==> config.mk <==
export PLATFORM = sky130hd
export DESIGN_NAME = torus_router_output_port_calc
export DESIGN_NICKNAME = d
export VERILOG_FILES = /design/src/rtl/trpc_pkg.sv /design/src/rtl/trpc_split.sv /design/src/rtl/torus_router_output_port_calc.sv
export SDC_FILE = /design/constraint.sdc
export NUM_CORES = 2
export LEC_CHECK = 0
export ABC_AREA = 0
export BUFFER_PORTS_ARGS = -buffer_cell sky130_fd_sc_hd__buf_2
export CAP_MARGIN = 15
export CORE_MARGIN = 2
export CORE_UTILIZATION = 30
export DETAILED_ROUTE_END_ITERATION = 16
export PLACE_DENSITY = 0.51
export SYNTH_ARGS = -nofsm -noshare
export SYNTH_HDL_FRONTEND = slang
export SYNTH_SLANG_ARGS = --single-unit
==> constraint.sdc <==
create_clock -name clk -period 11.98 [get_ports clk]
set_clock_uncertainty 0.15 [all_clocks]
set_input_delay 2.396 -clock clk [delete_from_list [all_inputs] [get_ports clk]]
set_output_delay 2.396 -clock clk [all_outputs]
set_load 0.03 [all_outputs]
==> src/rtl/trpc_pkg.sv <==
// Shared constants and register map of the torus router output-port calculator.
package trpc_pkg;

	// Fixed field widths
	localparam int ID_W       = 8;   // router id / neighbor id
	localparam int DEST_W     = 10;  // flit destination id
	localparam int OUT_W      = 3;   // selected output port
	localparam int PORT_MAX_W = 6;   // widest table port field allowed

	// Stream widths
	localparam int S_TDATA_W = 24;
	localparam int M_TDATA_W = 8;

	// Configuration port
	localparam int CFG_AW   = 6;
	localparam int CFG_DW   = 64;
	localparam int TBL_W    = 48;
	localparam int TBL_SPAN = 64;  // table entries past this span are invalid

	// Register indexes (byte address = 8 * index)
	localparam logic [2:0] REG_ROUTER_ID    = 3'd0;
	localparam logic [2:0] REG_COLUMN_COUNT = 3'd1;
	localparam logic [2:0] REG_ROW_COUNT    = 3'd2;
	localparam logic [2:0] REG_BUFFER_BASE  = 3'd3;
	localparam logic [2:0] REG_CORE_PORT    = 3'd4;
	localparam logic [2:0] REG_BUFFER_PORT  = 3'd5;
	localparam logic [2:0] REG_NEIGHBOR_TBL = 3'd6;

	// Reset values
	localparam logic [7:0]       RST_ROUTER_ID    = 8'd0;
	localparam logic [4:0]       RST_COLUMN_COUNT = 5'd4;
	localparam logic [4:0]       RST_ROW_COUNT    = 5'd4;
	localparam logic [10:0]      RST_BUFFER_BASE  = 11'h7FF;
	localparam logic [3:0]       RST_CORE_PORT    = 4'hF;
	localparam logic [3:0]       RST_BUFFER_PORT  = 4'hF;
	localparam logic [TBL_W-1:0] RST_NEIGHBOR_TBL = '0;

	// Parameter defaults
	localparam int MAX_DIM_DEF        = 16;
	localparam int NEIGHBOR_SLOTS_DEF = 4;
	localparam int PORT_BITS_DEF      = 3;

endpackage

==> src/rtl/trpc_split.sv <==
// Pipelined split of an id into column, row and row-modulo-rows coordinates.
module trpc_split #(
	parameter int MAX_DIM = trpc_pkg::MAX_DIM_DEF
) (
	input  logic                           clk,
	input  logic [3:0]                     en,
	input  logic [trpc_pkg::ID_W-1:0]      value,
	input  logic [$clog2(MAX_DIM+1)-1:0]   cols,
	input  logic [$clog2(MAX_DIM+1)-1:0]   rows,
	output logic [$clog2(MAX_DIM+1)-1:0]   col_rem,
	output logic [trpc_pkg::ID_W-1:0]      quo,
	output logic [$clog2(MAX_DIM+1)-1:0]   row_rem
);
	import trpc_pkg::*;

	localparam int DIM_W = $clog2(MAX_DIM + 1);
	localparam int REM_W = DIM_W + 1;
	localparam int LO_N  = ID_W / 2;

	logic [DIM_W-1:0] rem_s1, crem_s2, crem_s3, rrem_s3, crem_s4, rrem_s4;
	logic [ID_W-1:0]  num_s1, quo_s1, quo_s2, quo_s3, quo_s4;
	logic [REM_W-1:0] r1, r2, r3, r4;
	logic [REM_W:0]   t1, t2, t3, t4;
	logic [ID_W-1:0]  q1, q2;

	// one restoring step: shift in a bit, subtract when it fits
	function automatic logic [REM_W:0] rem_step(input logic [REM_W-1:0] r, input logic b,
			input logic [DIM_W-1:0] d);
		logic [REM_W-1:0] t;
		t = {r[REM_W-2:0], b};
		if (t >= REM_W'(d))
			return {1'b1, t - REM_W'(d)};
		return {1'b0, t};
	endfunction

	// upper quotient bits by cols
	always_comb begin
		r1 = '0;
		q1 = '0;
		t1 = '0;
		for (int i = ID_W - 1; i >= LO_N; i--) begin
			t1    = rem_step(r1, value[i], cols);
			q1[i] = t1[REM_W];
			r1    = t1[REM_W-1:0];
		end
	end

	// lower quotient bits by cols
	always_comb begin
		r2 = REM_W'(rem_s1);
		q2 = quo_s1;
		t2 = '0;
		for (int i = LO_N - 1; i >= 0; i--) begin
			t2    = rem_step(r2, num_s1[i], cols);
			q2[i] = t2[REM_W];
			r2    = t2[REM_W-1:0];
		end
	end

	// quotient modulo rows, upper bits
	always_comb begin
		r3 = '0;
		t3 = '0;
		for (int i = ID_W - 1; i >= LO_N; i--) begin
			t3 = rem_step(r3, quo_s2[i], rows);
			r3 = t3[REM_W-1:0];
		end
	end

	// quotient modulo rows, lower bits
	always_comb begin
		r4 = REM_W'(rrem_s3);
		t4 = '0;
		for (int i = LO_N - 1; i >= 0; i--) begin
			t4 = rem_step(r4, quo_s3[i], rows);
			r4 = t4[REM_W-1:0];
		end
	end

	always_ff @(posedge clk) begin
		if (en[0]) begin
			rem_s1 <= r1[DIM_W-1:0];
			quo_s1 <= q1;
			num_s1 <= value;
		end
		if (en[1]) begin
			crem_s2 <= r2[DIM_W-1:0];
			quo_s2  <= q2;
		end
		if (en[2]) begin
			rrem_s3 <= r3[DIM_W-1:0];
			crem_s3 <= crem_s2;
			quo_s3  <= quo_s2;
		end
		if (en[3]) begin
			rrem_s4 <= r4[DIM_W-1:0];
			crem_s4 <= crem_s3;
			quo_s4  <= quo_s3;
		end
	end

	assign col_rem = crem_s4;
	assign quo     = quo_s4;
	assign row_rem = rrem_s4;

endmodule

==> src/rtl/torus_router_output_port_calc.sv <==
// Top level of the torus router output-port calculator.
//
// Use: one beat on the s_ side carries a flit's destination id and the
// logical next hop from the topology manager; one beat on the m_ side
// returns the switch output port and a dead-end flag for it, in order.
// Registers (router id, grid size, buffer base, core/buffer ports, neighbor
// table) sit at byte address 8 * index on the APB port; the user must write them
// only while no beat is in flight, as the block does not enforce it; pready is
// tied high and reads return the raw value. Throughput: one beat per cycle
// unless m_tready stalls the output. Four stages split each id into torus
// coordinates in a restoring divider (four quotient bits a stage, first by
// columns, then the row by rows); one stage forms the torus step, buffer hop
// and distance per table slot; one stage does the table lookups and
// nearest-neighbor pick; the last stage is the output register.
// Reset clears all valid bits and loads the register reset values.
// Each stage holds when the stage ahead is full and stalled, so a stall on
// m_tready backs up only as far as needed; s_tready stays high while any
// bubble remains in the pipeline.
module torus_router_output_port_calc #(
	parameter int MAX_DIM        = trpc_pkg::MAX_DIM_DEF,
	parameter int NEIGHBOR_SLOTS = trpc_pkg::NEIGHBOR_SLOTS_DEF,
	parameter int PORT_BITS      = trpc_pkg::PORT_BITS_DEF
) (
	input  logic                              clk,
	input  logic                              arst_n,
	// configuration
	input  logic                              psel,
	input  logic                              penable,
	input  logic                              pwrite,
	input  logic [trpc_pkg::CFG_AW-1:0]       paddr,
	input  logic [trpc_pkg::CFG_DW-1:0]       pwdata,
	output logic [trpc_pkg::CFG_DW-1:0]       prdata,
	output logic                              pready,
	// input beats
	input  logic                              s_tvalid,
	output logic                              s_tready,
	input  logic [trpc_pkg::S_TDATA_W-1:0]    s_tdata,   // dest_id[9:0], logical_hop[17:10]
	// result beats
	output logic                              m_tvalid,
	input  logic                              m_tready,
	output logic [trpc_pkg::M_TDATA_W-1:0]    m_tdata,   // out_port[2:0]
	output logic                              m_tuser    // dead_end[0]
);
	import trpc_pkg::*;

	localparam int DIM_W  = $clog2(MAX_DIM + 1);
	localparam int XW     = DIM_W + 1;
	localparam int NS     = NEIGHBOR_SLOTS;
	localparam int EB     = PORT_BITS + 9;
	localparam int STEP_W = (ID_W + 1 > 2 * DIM_W) ? ID_W + 1 : 2 * DIM_W;

	typedef struct packed {
		logic             is_me;
		logic             is_buf;
		logic [DIM_W-1:0] brow;
		logic             hop_hit;
		logic [OUT_W-1:0] hop_port;
		logic [ID_W-1:0]  hop;
	} side_t;

	// ---------------------------------------------------------------
	// Configuration registers
	// ---------------------------------------------------------------
	logic [7:0]       router_id_q;
	logic [4:0]       column_count_q;
	logic [4:0]       row_count_q;
	logic [10:0]      buffer_base_q;
	logic [3:0]       core_port_q;
	logic [3:0]       buffer_port_q;
	logic [TBL_W-1:0] neighbor_table_q;
	logic             cfg_wr;

	assign pready = 1'b1;
	assign cfg_wr = psel & penable & pwrite & pready;

	always_ff @(posedge clk or negedge arst_n) begin
		if (!arst_n) begin
			router_id_q      <= RST_ROUTER_ID;
			column_count_q   <= RST_COLUMN_COUNT;
			row_count_q      <= RST_ROW_COUNT;
			buffer_base_q    <= RST_BUFFER_BASE;
			core_port_q      <= RST_CORE_PORT;
			buffer_port_q    <= RST_BUFFER_PORT;
			neighbor_table_q <= RST_NEIGHBOR_TBL;
		end else if (cfg_wr) begin
			case (paddr[5:3])
				REG_ROUTER_ID:    router_id_q      <= pwdata[7:0];
				REG_COLUMN_COUNT: column_count_q   <= pwdata[4:0];
				REG_ROW_COUNT:    row_count_q      <= pwdata[4:0];
				REG_BUFFER_BASE:  buffer_base_q    <= pwdata[10:0];
				REG_CORE_PORT:    core_port_q      <= pwdata[3:0];
				REG_BUFFER_PORT:  buffer_port_q    <= pwdata[3:0];
				REG_NEIGHBOR_TBL: neighbor_table_q <= pwdata[TBL_W-1:0];
				default: ;
			endcase
		end
	end

	always_comb begin
		case (paddr[5:3])
			REG_ROUTER_ID:    prdata = CFG_DW'(router_id_q);
			REG_COLUMN_COUNT: prdata = CFG_DW'(column_count_q);
			REG_ROW_COUNT:    prdata = CFG_DW'(row_count_q);
			REG_BUFFER_BASE:  prdata = CFG_DW'(buffer_base_q);
			REG_CORE_PORT:    prdata = CFG_DW'(core_port_q);
			REG_BUFFER_PORT:  prdata = CFG_DW'(buffer_port_q);
			REG_NEIGHBOR_TBL: prdata = CFG_DW'(neighbor_table_q);
			default:          prdata = '0;
		endcase
	end

	// Grid size, zero taken as one and clipped to MAX_DIM
	logic [DIM_W-1:0] cols_w, rows_w;

	always_comb begin
		if (column_count_q == '0)
			cols_w = DIM_W'(1);
		else if (int'(column_count_q) > MAX_DIM)
			cols_w = DIM_W'(MAX_DIM);
		else
			cols_w = DIM_W'(column_count_q);
		if (row_count_q == '0)
			rows_w = DIM_W'(1);
		else if (int'(row_count_q) > MAX_DIM)
			rows_w = DIM_W'(MAX_DIM);
		else
			rows_w = DIM_W'(row_count_q);
	end

	// Neighbor table slots; a slot reaching past the 64-bit span is invalid
	logic [TBL_SPAN-1:0]  tbl_w;
	logic [NS-1:0]        slot_vld;
	logic [ID_W-1:0]      slot_nid  [NS];
	logic [PORT_BITS-1:0] slot_port [NS];

	assign tbl_w = TBL_SPAN'(neighbor_table_q);

	for (genvar s = 0; s < NS; s++) begin : g_slot
		if ((s + 1) * EB <= TBL_SPAN) begin : g_fit
			assign slot_vld[s]  = tbl_w[s*EB + EB - 1];
			assign slot_nid[s]  = tbl_w[s*EB + PORT_BITS +: ID_W];
			assign slot_port[s] = tbl_w[s*EB +: PORT_BITS];
		end else begin : g_past
			assign slot_vld[s]  = 1'b0;
			assign slot_nid[s]  = '0;
			assign slot_port[s] = '0;
		end
	end

	function automatic logic [OUT_W-1:0] to_out(input logic [PORT_BITS-1:0] p);
		logic [PORT_MAX_W-1:0] e;
		e = PORT_MAX_W'(p);
		return e[OUT_W-1:0];
	endfunction

	// ---------------------------------------------------------------
	// Stage enables: a stage loads when empty or when the next one moves
	// ---------------------------------------------------------------
	logic v_s1, v_s2, v_s3, v_s4, v_s5, v_s6, v_s7;
	logic adv1, adv2, adv3, adv4, adv5, adv6, adv7;

	assign adv7 = !v_s7 || m_tready;
	assign adv6 = !v_s6 || adv7;
	assign adv5 = !v_s5 || adv6;
	assign adv4 = !v_s4 || adv5;
	assign adv3 = !v_s3 || adv4;
	assign adv2 = !v_s2 || adv3;
	assign adv1 = !v_s1 || adv2;

	assign s_tready = adv1;

	always_ff @(posedge clk or negedge arst_n) begin
		if (!arst_n) begin
			v_s1 <= 1'b0;
			v_s2 <= 1'b0;
			v_s3 <= 1'b0;
			v_s4 <= 1'b0;
			v_s5 <= 1'b0;
			v_s6 <= 1'b0;
			v_s7 <= 1'b0;
		end else begin
			if (adv1) v_s1 <= s_tvalid;
			if (adv2) v_s2 <= v_s1;
			if (adv3) v_s3 <= v_s2;
			if (adv4) v_s4 <= v_s3;
			if (adv5) v_s5 <= v_s4;
			if (adv6) v_s6 <= v_s5;
			if (adv7) v_s7 <= v_s6;
		end
	end

	// ---------------------------------------------------------------
	// Entry: destination class and direct lookup of the logical hop
	// ---------------------------------------------------------------
	logic [DEST_W-1:0] dest_w;
	logic [ID_W-1:0]   hop_w;
	logic [10:0]       bb_w;
	side_t             side_w;

	assign dest_w = s_tdata[DEST_W-1:0];
	assign hop_w  = s_tdata[DEST_W +: ID_W];
	assign bb_w   = {1'b0, buffer_base_q[9:0]};

	always_comb begin
		side_w.is_me  = (dest_w == DEST_W'(router_id_q));
		side_w.is_buf = !buffer_base_q[10] && (11'(dest_w) >= bb_w) &&
			(11'(dest_w) < bb_w + 11'(rows_w));
		side_w.brow   = DIM_W'(11'(dest_w) - bb_w);
		side_w.hop    = hop_w;
		side_w.hop_hit  = 1'b0;
		side_w.hop_port = '0;
		// scan downward so the lowest matching slot wins
		for (int s = NS - 1; s >= 0; s--) begin
			if (slot_vld[s] && slot_nid[s] == hop_w) begin
				side_w.hop_hit  = 1'b1;
				side_w.hop_port = to_out(slot_port[s]);
			end
		end
	end

	// ---------------------------------------------------------------
	// Stages 1-4: coordinates of hop, this router and every slot
	// ---------------------------------------------------------------
	side_t side_s1, side_s2, side_s3, side_s4;
	logic [3:0] lane_en;

	assign lane_en = {adv4, adv3, adv2, adv1};

	always_ff @(posedge clk) begin
		if (adv1) side_s1 <= side_w;
		if (adv2) side_s2 <= side_s1;
		if (adv3) side_s3 <= side_s2;
		if (adv4) side_s4 <= side_s3;
	end

	logic [DIM_W-1:0] hop_cr, hop_rr, me_cr, me_rr;
	logic [ID_W-1:0]  hop_q, me_q;
	logic [DIM_W-1:0] sn_cr [NS];
	logic [DIM_W-1:0] sn_rr [NS];

	trpc_split #(.MAX_DIM(MAX_DIM)) u_split_hop (
		.clk     (clk),
		.en      (lane_en),
		.value   (hop_w),
		.cols    (cols_w),
		.rows    (rows_w),
		.col_rem (hop_cr),
		.quo     (hop_q),
		.row_rem (hop_rr)
	);

	trpc_split #(.MAX_DIM(MAX_DIM)) u_split_me (
		.clk     (clk),
		.en      (lane_en),
		.value   (router_id_q),
		.cols    (cols_w),
		.rows    (rows_w),
		.col_rem (me_cr),
		.quo     (me_q),
		.row_rem (me_rr)
	);

	for (genvar s = 0; s < NS; s++) begin : g_split
		trpc_split #(.MAX_DIM(MAX_DIM)) u_split_nb (
			.clk     (clk),
			.en      (lane_en),
			.value   (slot_nid[s]),
			.cols    (cols_w),
			.rows    (rows_w),
			.col_rem (sn_cr[s]),
			.quo     (),
			.row_rem (sn_rr[s])
		);
	end

	// ---------------------------------------------------------------
	// Stage 5: torus step, buffer hop, distance per slot
	// ---------------------------------------------------------------
	logic [XW-1:0]      right_w, down_w;
	logic               xplus_w, yplus_w, xgo_w, ygo_w;
	logic [DIM_W-1:0]   nx_w, ny_w;
	logic [2*DIM_W-1:0] ymul_w;
	logic [STEP_W-1:0]  step_w, buf_id_w;
	logic               buf_local_w;
	logic [XW-1:0]      tdist_w [NS];

	always_comb begin
		// X move: plus direction when it is no longer than minus
		right_w = (hop_cr >= me_cr) ? XW'(hop_cr) - XW'(me_cr)
			: XW'(hop_cr) + XW'(cols_w) - XW'(me_cr);
		xplus_w = {right_w, 1'b0} <= (XW + 1)'(cols_w);
		if (xplus_w)
			nx_w = (XW'(me_cr) + XW'(1) == XW'(cols_w)) ? '0 : me_cr + DIM_W'(1);
		else
			nx_w = (me_cr == '0) ? cols_w - DIM_W'(1) : me_cr - DIM_W'(1);
		xgo_w = (hop_cr != me_cr) && (cols_w > DIM_W'(1));

		// Y move on rows reduced modulo the row count
		down_w = (hop_rr >= me_rr) ? XW'(hop_rr) - XW'(me_rr)
			: XW'(hop_rr) + XW'(rows_w) - XW'(me_rr);
		yplus_w = (down_w == '0) || ({down_w, 1'b0} <= (XW + 1)'(rows_w));
		if (yplus_w)
			ny_w = (XW'(me_rr) + XW'(1) == XW'(rows_w)) ? '0 : me_rr + DIM_W'(1);
		else
			ny_w = (me_rr == '0) ? rows_w - DIM_W'(1) : me_rr - DIM_W'(1);
		ygo_w  = (hop_q != me_q) && (rows_w > DIM_W'(1));
		ymul_w = (2 * DIM_W)'(ny_w) * (2 * DIM_W)'(cols_w);

		if (xgo_w)
			step_w = STEP_W'(router_id_q) - STEP_W'(me_cr) + STEP_W'(nx_w);
		else if (ygo_w)
			step_w = STEP_W'(ymul_w) + STEP_W'(me_cr);
		else
			step_w = STEP_W'(side_s4.hop);

		// buffer route: west to column 0, then toward the buffer row
		buf_local_w = (me_cr == '0) && (me_q == ID_W'(side_s4.brow));
		if (me_cr != '0)
			buf_id_w = STEP_W'(router_id_q) - STEP_W'(1);
		else if (me_q > ID_W'(side_s4.brow))
			buf_id_w = STEP_W'(router_id_q) - STEP_W'(cols_w);
		else
			buf_id_w = STEP_W'(router_id_q) + STEP_W'(cols_w);
	end

	always_comb begin
		logic [XW-1:0] dx, dy, dxm, dym;
		for (int s = 0; s < NS; s++) begin
			dx  = (hop_cr >= sn_cr[s]) ? XW'(hop_cr) - XW'(sn_cr[s])
				: XW'(hop_cr) + XW'(cols_w) - XW'(sn_cr[s]);
			dy  = (hop_rr >= sn_rr[s]) ? XW'(hop_rr) - XW'(sn_rr[s])
				: XW'(hop_rr) + XW'(rows_w) - XW'(sn_rr[s]);
			dxm = (XW'(cols_w) - dx < dx) ? XW'(cols_w) - dx : dx;
			dym = (XW'(rows_w) - dy < dy) ? XW'(rows_w) - dy : dy;
			tdist_w[s] = dxm + dym;
		end
	end

	logic              is_me_s5, is_buf_s5, hop_hit_s5, buf_local_s5;
	logic [OUT_W-1:0]  hop_port_s5;
	logic [STEP_W-1:0] step_s5, buf_id_s5;
	logic [XW-1:0]     tdist_s5 [NS];

	always_ff @(posedge clk) begin
		if (adv5) begin
			is_me_s5     <= side_s4.is_me;
			is_buf_s5    <= side_s4.is_buf;
			hop_hit_s5   <= side_s4.hop_hit;
			hop_port_s5  <= side_s4.hop_port;
			buf_local_s5 <= buf_local_w;
			step_s5      <= step_w;
			buf_id_s5    <= buf_id_w;
			tdist_s5     <= tdist_w;
		end
	end

	// ---------------------------------------------------------------
	// Stage 6: lookups of step and buffer hop, nearest neighbor
	// ---------------------------------------------------------------
	logic             step_hit_w, buf_hit_w, best_hit_w;
	logic [OUT_W-1:0] step_port_w, buf_port_w, best_port_w;
	logic [XW-1:0]    best_d_w;
	logic [ID_W-1:0]  best_nid_w;

	always_comb begin
		step_hit_w  = 1'b0;
		step_port_w = '0;
		buf_hit_w   = 1'b0;
		buf_port_w  = '0;
		for (int s = NS - 1; s >= 0; s--) begin
			if (slot_vld[s] && STEP_W'(slot_nid[s]) == step_s5) begin
				step_hit_w  = 1'b1;
				step_port_w = to_out(slot_port[s]);
			end
			if (slot_vld[s] && STEP_W'(slot_nid[s]) == buf_id_s5) begin
				buf_hit_w  = 1'b1;
				buf_port_w = to_out(slot_port[s]);
			end
		end
	end

	// least distance, then lowest id, then lowest slot
	always_comb begin
		best_hit_w  = 1'b0;
		best_port_w = '0;
		best_d_w    = '0;
		best_nid_w  = '0;
		for (int s = 0; s < NS; s++) begin
			if (slot_vld[s] && (!best_hit_w || tdist_s5[s] < best_d_w ||
					(tdist_s5[s] == best_d_w && slot_nid[s] < best_nid_w))) begin
				best_hit_w  = 1'b1;
				best_d_w    = tdist_s5[s];
				best_nid_w  = slot_nid[s];
				best_port_w = to_out(slot_port[s]);
			end
		end
	end

	logic             is_me_s6, is_buf_s6, buf_local_s6, hop_hit_s6;
	logic             step_hit_s6, buf_hit_s6, best_hit_s6;
	logic [OUT_W-1:0] hop_port_s6, step_port_s6, buf_port_s6, best_port_s6;

	always_ff @(posedge clk) begin
		if (adv6) begin
			is_me_s6     <= is_me_s5;
			is_buf_s6    <= is_buf_s5;
			buf_local_s6 <= buf_local_s5;
			hop_hit_s6   <= hop_hit_s5;
			hop_port_s6  <= hop_port_s5;
			step_hit_s6  <= step_hit_w;
			step_port_s6 <= step_port_w;
			buf_hit_s6   <= buf_hit_w;
			buf_port_s6  <= buf_port_w;
			best_hit_s6  <= best_hit_w;
			best_port_s6 <= best_port_w;
		end
	end

	// ---------------------------------------------------------------
	// Stage 7: rule priority into the output register
	// ---------------------------------------------------------------
	logic             dead_w;
	logic [OUT_W-1:0] port_w;

	always_comb begin
		dead_w = 1'b0;
		port_w = '0;
		if (is_me_s6) begin
			dead_w = core_port_q[3];
			port_w = core_port_q[OUT_W-1:0];
		end else if (is_buf_s6) begin
			if (buf_local_s6) begin
				dead_w = buffer_port_q[3];
				port_w = buffer_port_q[OUT_W-1:0];
			end else begin
				dead_w = !buf_hit_s6;
				port_w = buf_port_s6;
			end
		end else if (hop_hit_s6) begin
			port_w = hop_port_s6;
		end else if (step_hit_s6) begin
			port_w = step_port_s6;
		end else if (best_hit_s6) begin
			port_w = best_port_s6;
		end else begin
			dead_w = 1'b1;
		end
		// drop the port on a dead end
		if (dead_w)
			port_w = '0;
	end

	logic [OUT_W-1:0] out_port_s7;
	logic             dead_s7;

	always_ff @(posedge clk) begin
		if (adv7) begin
			out_port_s7 <= port_w;
			dead_s7     <= dead_w;
		end
	end

	assign m_tvalid = v_s7;
	assign m_tdata  = M_TDATA_W'(out_port_s7);
	assign m_tuser  = dead_s7;

	// ---------------------------------------------------------------
	// Assertions
	// ---------------------------------------------------------------
	a_no_backpressure: assert property (@(posedge clk) disable iff (!arst_n)
		m_tready |-> s_tready)
		else $error("input stalled while the sink is ready");

	a_dead_port_zero: assert property (@(posedge clk) disable iff (!arst_n)
		m_tvalid && m_tuser |-> m_tdata == '0)
		else $error("dead-end beat carries a nonzero port");

	a_s6_hold: assert property (@(posedge clk) disable iff (!arst_n)
		v_s6 && !adv7 |=> v_s6)
		else $error("stage 6 beat lost while output stalled");

	a_fill: assert property (@(posedge clk) disable iff (!arst_n)
		s_tvalid && s_tready |=> v_s1)
		else $error("accepted beat missing from stage 1");

endmodule
Word-level counts from Yosys, hierarchy flattened
Index checks and enable logic that the tools add are counted.
Storage, ports and cells
  bits in registers: 562
Operators by class
  $add $sub $neg: 146
  $mul: 1
  magnitude comparators: 129
  equality and inequality tests: 27
  muxes and demuxes: 360
  bitwise gates (word level): 2
  reduce and logical (&&, ||, !) cells: 66
Operator list (number)
  $mux 5: 154
  $ge 6x5->1: 84
  $mux 7: 48
  $pmux 48 s7: 1
  $sub 6x5->6: 52
  $sub 5x5->5: 43
  $mux 6: 21
  $mux 1: 107
  $eq 8x10->1: 8
  $lt 6x6->1: 11
  $mux 3: 21
  $ge 1x5->1: 12
  $sub 5x5->6: 10
  $ge 5x5->1: 10
  $sub 5x6->6: 8
  $mux 10: 4
  $sub 1x5->6: 6
  $eq 8x8->1: 4
  $sub 1x5->5: 6
  $add 6x6->6: 4
  $lt 8x8->1: 3
  $mux 8: 3
  $logic_and 1x1->1: 23
  $logic_not 5->1: 4
  other kinds (35): 84

Logic depth before layout (Yosys ltp)
  word-level depth: 16
  mapped depth: 40
  gate-level depth less buffers: 36

Cells and area by module
Synthesis repeated with hierarchy kept, for this count alone.
Unflattened totals
  cells, all modules: 5892
  area, all modules: 57974.4 sq um
Modules (own cells, without submodules)
  torus_router_output_port_calc: times used 1, cells each 2746, area an instance 24848.8 sq um
  trpc_split (g_split[1].u_split_nb ...): times used 4, cells each 525, area an instance 5509.0 sq um
  trpc_split (g_split[0].u_split_nb): times used 1, cells each 519, area an instance 5574.1 sq um
  trpc_split (u_split_me): times used 1, cells each 527, area an instance 5515.3 sq um

Worst setup path after synthesis
No wires, ideal clock.
  path kind: reg-to-reg
  from: register column_count_q[4]
  to: register tdist_s5[11] (netlist bit) (data pin)
  library setup time: 0.261 ns
  arrival time: 10.934 ns
  data required time: 11.569 ns
  setup slack: 0.636 ns
  stages on the path, launching flop included: 29
  path buffers: 2
  path through: dfrtp_1 buf_6 clkinv_1 nand2_1 inv_1 fa_1 inv_1 fa_1 nand2_1 o21ai_0 inv_1 fa_1 inv_1 ha_1 nor2b_1 o21a_1 o21ai_0 nand2b_1 a211oi_1 a21o_1 clkbuf_1 mux2_2 ha_1 a21o_1 a21oi_1 o21bai_1 a21oi_1 xnor2_1 xor2_1
RTL lines
  start: declaration: line torus_router_output_port_calc.sv:65  | logic [4:0] column_count_q;
  start signal: assignment: line torus_router_output_port_calc.sv:88  | REG_COLUMN_COUNT: column_count_q <= pwdata[4:0];
  end signal: assignment: line torus_router_output_port_calc.sv:353  | tdist_s5 <= tdist_w;
  end: declaration: line torus_router_output_port_calc.sv:342  | logic [XW-1:0] tdist_s5 [NS];

Worst setup path in the final report
  from: register row_count_q[3]
  to: register g_split[3].u_split_nb.rrem_s4[1] (data pin)
On the way
  longest elaborated chain between the ends: 15
  elaborated cells between the ends (all ways): 24
RTL lines
  start: declaration: line torus_router_output_port_calc.sv:66  | logic [4:0] row_count_q;
  start signal: assignment: line torus_router_output_port_calc.sv:89  | REG_ROW_COUNT: row_count_q <= pwdata[4:0];
  $gt 5x5->1: line torus_router_output_port_calc.sv:124  | else if (int'(row_count_q) > MAX_DIM)
  $mux 5: line torus_router_output_port_calc.sv:124
  $mux 5 *: line torus_router_output_port_calc.sv:122  | if (row_count_q == '0)
  $sub 5x5->5 or $ge 6x5->1 (tied branches): line trpc_split.sv:32, trpc_split.sv:31
  $mux 5 or $mux 1 (tied branches): line trpc_split.sv:31  | if (t >= REM_W'(d))
  $mux 5: line trpc_split.sv:33  | return {1'b0, t};
  $sub 5x5->5 or $ge 6x5->1 (tied branches): line trpc_split.sv:32, trpc_split.sv:31
  $mux 5 or $mux 1 (tied branches): line trpc_split.sv:31
  $mux 5: line trpc_split.sv:33
  $ge 6x5->1 or $sub 5x5->5 (tied branches): line trpc_split.sv:31, trpc_split.sv:32
  $mux 1 or $mux 5 (tied branches): line trpc_split.sv:31
  $mux 5: line trpc_split.sv:33
  $sub 5x5->5 or $ge 6x5->1 (tied branches): line trpc_split.sv:32, trpc_split.sv:31
  $mux 5 or $mux 1 (tied branches): line trpc_split.sv:31
  $mux 5 *: line trpc_split.sv:33
  net g_split[3].u_split_nb.t4[1]: line trpc_split.sv:23  | logic [REM_W:0] t1, t2, t3, t4;
  end signal: assignment: line trpc_split.sv:96  | rrem_s4 <= r4[DIM_W-1:0];
  end: declaration: line trpc_split.sv:20  | logic [DIM_W-1:0] rem_s1, crem_s2, crem_s3, rrem_s3, crem_s4, rrem_s4;
Mark *: on every way through the listed nets, which the timed path passes. The rest lies on a longest branch. The select of a mux whose other input is x is not followed.
A chain may end at the register's enable or synchronous reset.

==> impl_results.md <==
* Layout cells sized above 1 at 11.3%
* Relative slew slack at 23.4%
* IO Port Bufs at 129
* TritonCTS clock tree: yes
* Nets at 6611
* Worst-Skew Late Latency at 690 ps
* Maximum root-to-sink buffer count at 3
* Worst R2R End: g_split[3].u_split_nb.row_rem[1]
* Mean Syn Cell Area at 9.88 um^2
* H-tree depth at 3
* Fin crit period at 9520 ps
* Largest net degree at the start of global routing at 96
* Setup Viol. Count Final at 0
* Clock-pin slew on the worst setup and hold paths at 70 ps
* Sink Count at 562
* WP data required at 12240 ps
* Ys async rst share at 16.4%
* DR vias/cell at 5.12
* Count of cell types in the netlist at 90
* Detail Route Antenna Nets at 0
* Routed wire length at 166000 um
* First-pass GRT wire length at 252000 um
* Setup Fix Bufs, Post-CTS at 0
* Worst path arrival time at 9770 ps
* Synth top area share at 26.3%
* Max Cap Viol at 0
* R2R Path Start: row_count_q[3]
* Ranking of synthesized cells by area: edfxtp_1 (26%), ha_1 (18%), fa_1 (5.1%)
* Final Max Slew Viols at 0
* Area of the core at 178000 um^2
* Crit start category: flip-flop
* Synthesis-to-layout area growth at 11.7%
* CP max stage cell: mux2i_1
* TritonRoute pass-1 iters at 5
* Crit end category: flip-flop
* CP Depth at 34
* Buf/Inv on CP at 2
* Crit path max-delay family: compound AO/OA/AOI/OAI gates
* Post-synthesis sequential area ratio at 30.6%
* Mapped Area at 53800 um^2
* Worst setup path class: flip-flop to flip-flop
* I/O pin count at 177
* Post-synth EDFFs at 470
* Initial antenna violation count at 8
* Top-count cell post-synth: ha_1
* Final critical-path share of the clock period at 79.4%
* Die W at 427 um
* Worst-path maximum fanout at 60
* CP max stage delay at 690 ps
* Area leader, netlist: edfxtp_1
* Syn Inst Count at 5441
* Worst-Margin Slew at 1150 ps
* Worst r2r path cells at 34
* Drt initial violations at 2311
* Critical Path End: g_split[3].u_split_nb.row_rem[1]
* Die area at 183000 um^2
* Total CTS buffers at 72
* Outcome: finished clean
* Cell mode on critical path: a21o_1
* Root buffer cell: clkbuf_16
* Detailed placement HPWL at 127000 um
* Total track usage at 18.1%
* Top FF cell, synth: edfxtp_1
* Flops & latches, synth at 562
* Cts repair resizes at 0
* Commonest cells in the synthesized netlist: ha_1 (777), inv_1 (568), edfxtp_1 (470)
* Synth warnings at 0
* Total grt overflow at 0
* RSZ-0062 raised after global routing: false
* Drt drc at 0
* Chip Height at 427 um
* Vias at 41000
* Initial Util at 30.2%
* Vias in the first global route at 41200
* Critical path startpoint: row_count_q[3]
* Reg2Reg Setup Slack at 2460 ps
* Setup tns final at 0 ps
* Routed WL per cell at 20.7 um
* Site Rows at 155
* RD Place Congestion at 0.906
* Hold Fails Final Rpt at 0
* Min-Delay Path Class: flip-flop to flip-flop
* Hold Buf Count CTS at 0
* Fmax at 105 MHz
registers in the layout (all words and copies together) (netlist names), 10 cells and up:
register and flops:
buf_id_s5 10, buffer_base_q 11, g_split.u_split_nb.col_rem 20, g_split.u_split_nb.crem_s2 20, g_split.u_split_nb.crem_s3 20, g_split.u_split_nb.num_s1 16
g_split.u_split_nb.quo_s1 16, g_split.u_split_nb.quo_s2 32, g_split.u_split_nb.quo_s3 16, g_split.u_split_nb.rem_s1 20, g_split.u_split_nb.row_rem 20, g_split.u_split_nb.rrem_s3 20
neighbor_table_q 48, side_s1 11, side_s2 19, side_s3 19, side_s4 19, step_s5 10
tdist_s5 24
cells in the final DEF, fill, tap and decap left out, drive strengths merged, types with 30 or more instances in the layout:
cell,count
a211oi,34
a21o,271
a21oi,377
a221oi,39
a31oi,44
and2,30
and3,75
buf,206
clkbuf,82
dfrtp,71
edfxtp,470
fa,138
ha,777
inv,576
mux2,211
mux2i,127
nand2,347
nand2b,45
nand3,51
nand4,85
nor2,222
nor2b,85
nor3,34
o211ai,35
o21a,47
o21ai,330
xnor2,300
xor2,180
how the worst min path moves through the flow:
stage / from / to / slack, ps / depth (start not counted)
floorplan: buf_local_s5 / buf_local_s6 / 250 / 0
global placement: u_split_hop.crem_s3[2] / u_split_hop.col_rem[2] / 250 / 0
detailed placement: buf_local_s5 / buf_local_s6 / 250 / 0
CTS: side_s2[0] / side_s3[0] / 250 / 0
global route: g_split[0].u_split_nb.crem_s2[0] / g_split[0].u_split_nb.crem_s3[0] / 270 / 0
finish: u_split_hop.quo_s3[5] / u_split_hop.quo[5] / 250 / 0
layout make-up:
cell class / instances / area, um^2
clock inverters: 53 / 694
multi-input cells: 4181 / 34700
diodes: 4 / 10.0
fillers: 18100 / 118000
clock buffers: 81 / 1840
inverters: 571 / 2150
repair buffers: 207 / 1290
well taps: 2355 / 2950
flip-flops and latches: 562 / 16400
worst register-to-register path, delay by kind of cell, from the launching register on:
kind                       cells  cell delay, ps
buffers and inverters          2             450
and+or+nand+nor                8            1240
muxes                          3            1580
AOI/OAI and AO/OA             16            3200
adders and majority gates      5            2050
DFF                            1             570
metrics by stage:
step                hold slack (ps)  utilization, %  instances  setup WS (ps)  area [um^2]
finish                          252            33.7       8014           2460        60000
global route                    270            33.7       8010           1730        60000
CTS                             254            33.7       8007           2410        60000
detailed placement              255            32.3       7873           2480        57500
global placement                251            32.2       7872           2450        57500
floorplan                       250               -       5461            636        53800
metal layers:
metal	wire length, um	vias up	GRT usage (%)	part of all wire (%)
li1	-	19900	-	-
met1	75500	20000	23.8	46
met2	76700	815	30.1	46
met3	6070	267	1.81	3.7
met4	7330	0	7.83	4.4
met5	0	-	0	0
cells by family (layout without fill, tap and decap cells):
kind of cell,count (synthesis),after routing,synth area share (%)
buffers and inverters,718,912,5.22
XOR/XNOR,480,480,7.82
adder cells (fa/ha/maj),915,915,23.2
multiplexers,341,341,6.93
flip-flops,562,562,30.6
AO/OA/AOI/OAI,1341,1341,16.2
other,2,26,0.0140
AND/OR/NAND/NOR,1082,1082,10.0
Power is left out: the tool's default activity adds up to more than one toggle a clock period on the data nets, which glitch-free logic cannot reach.
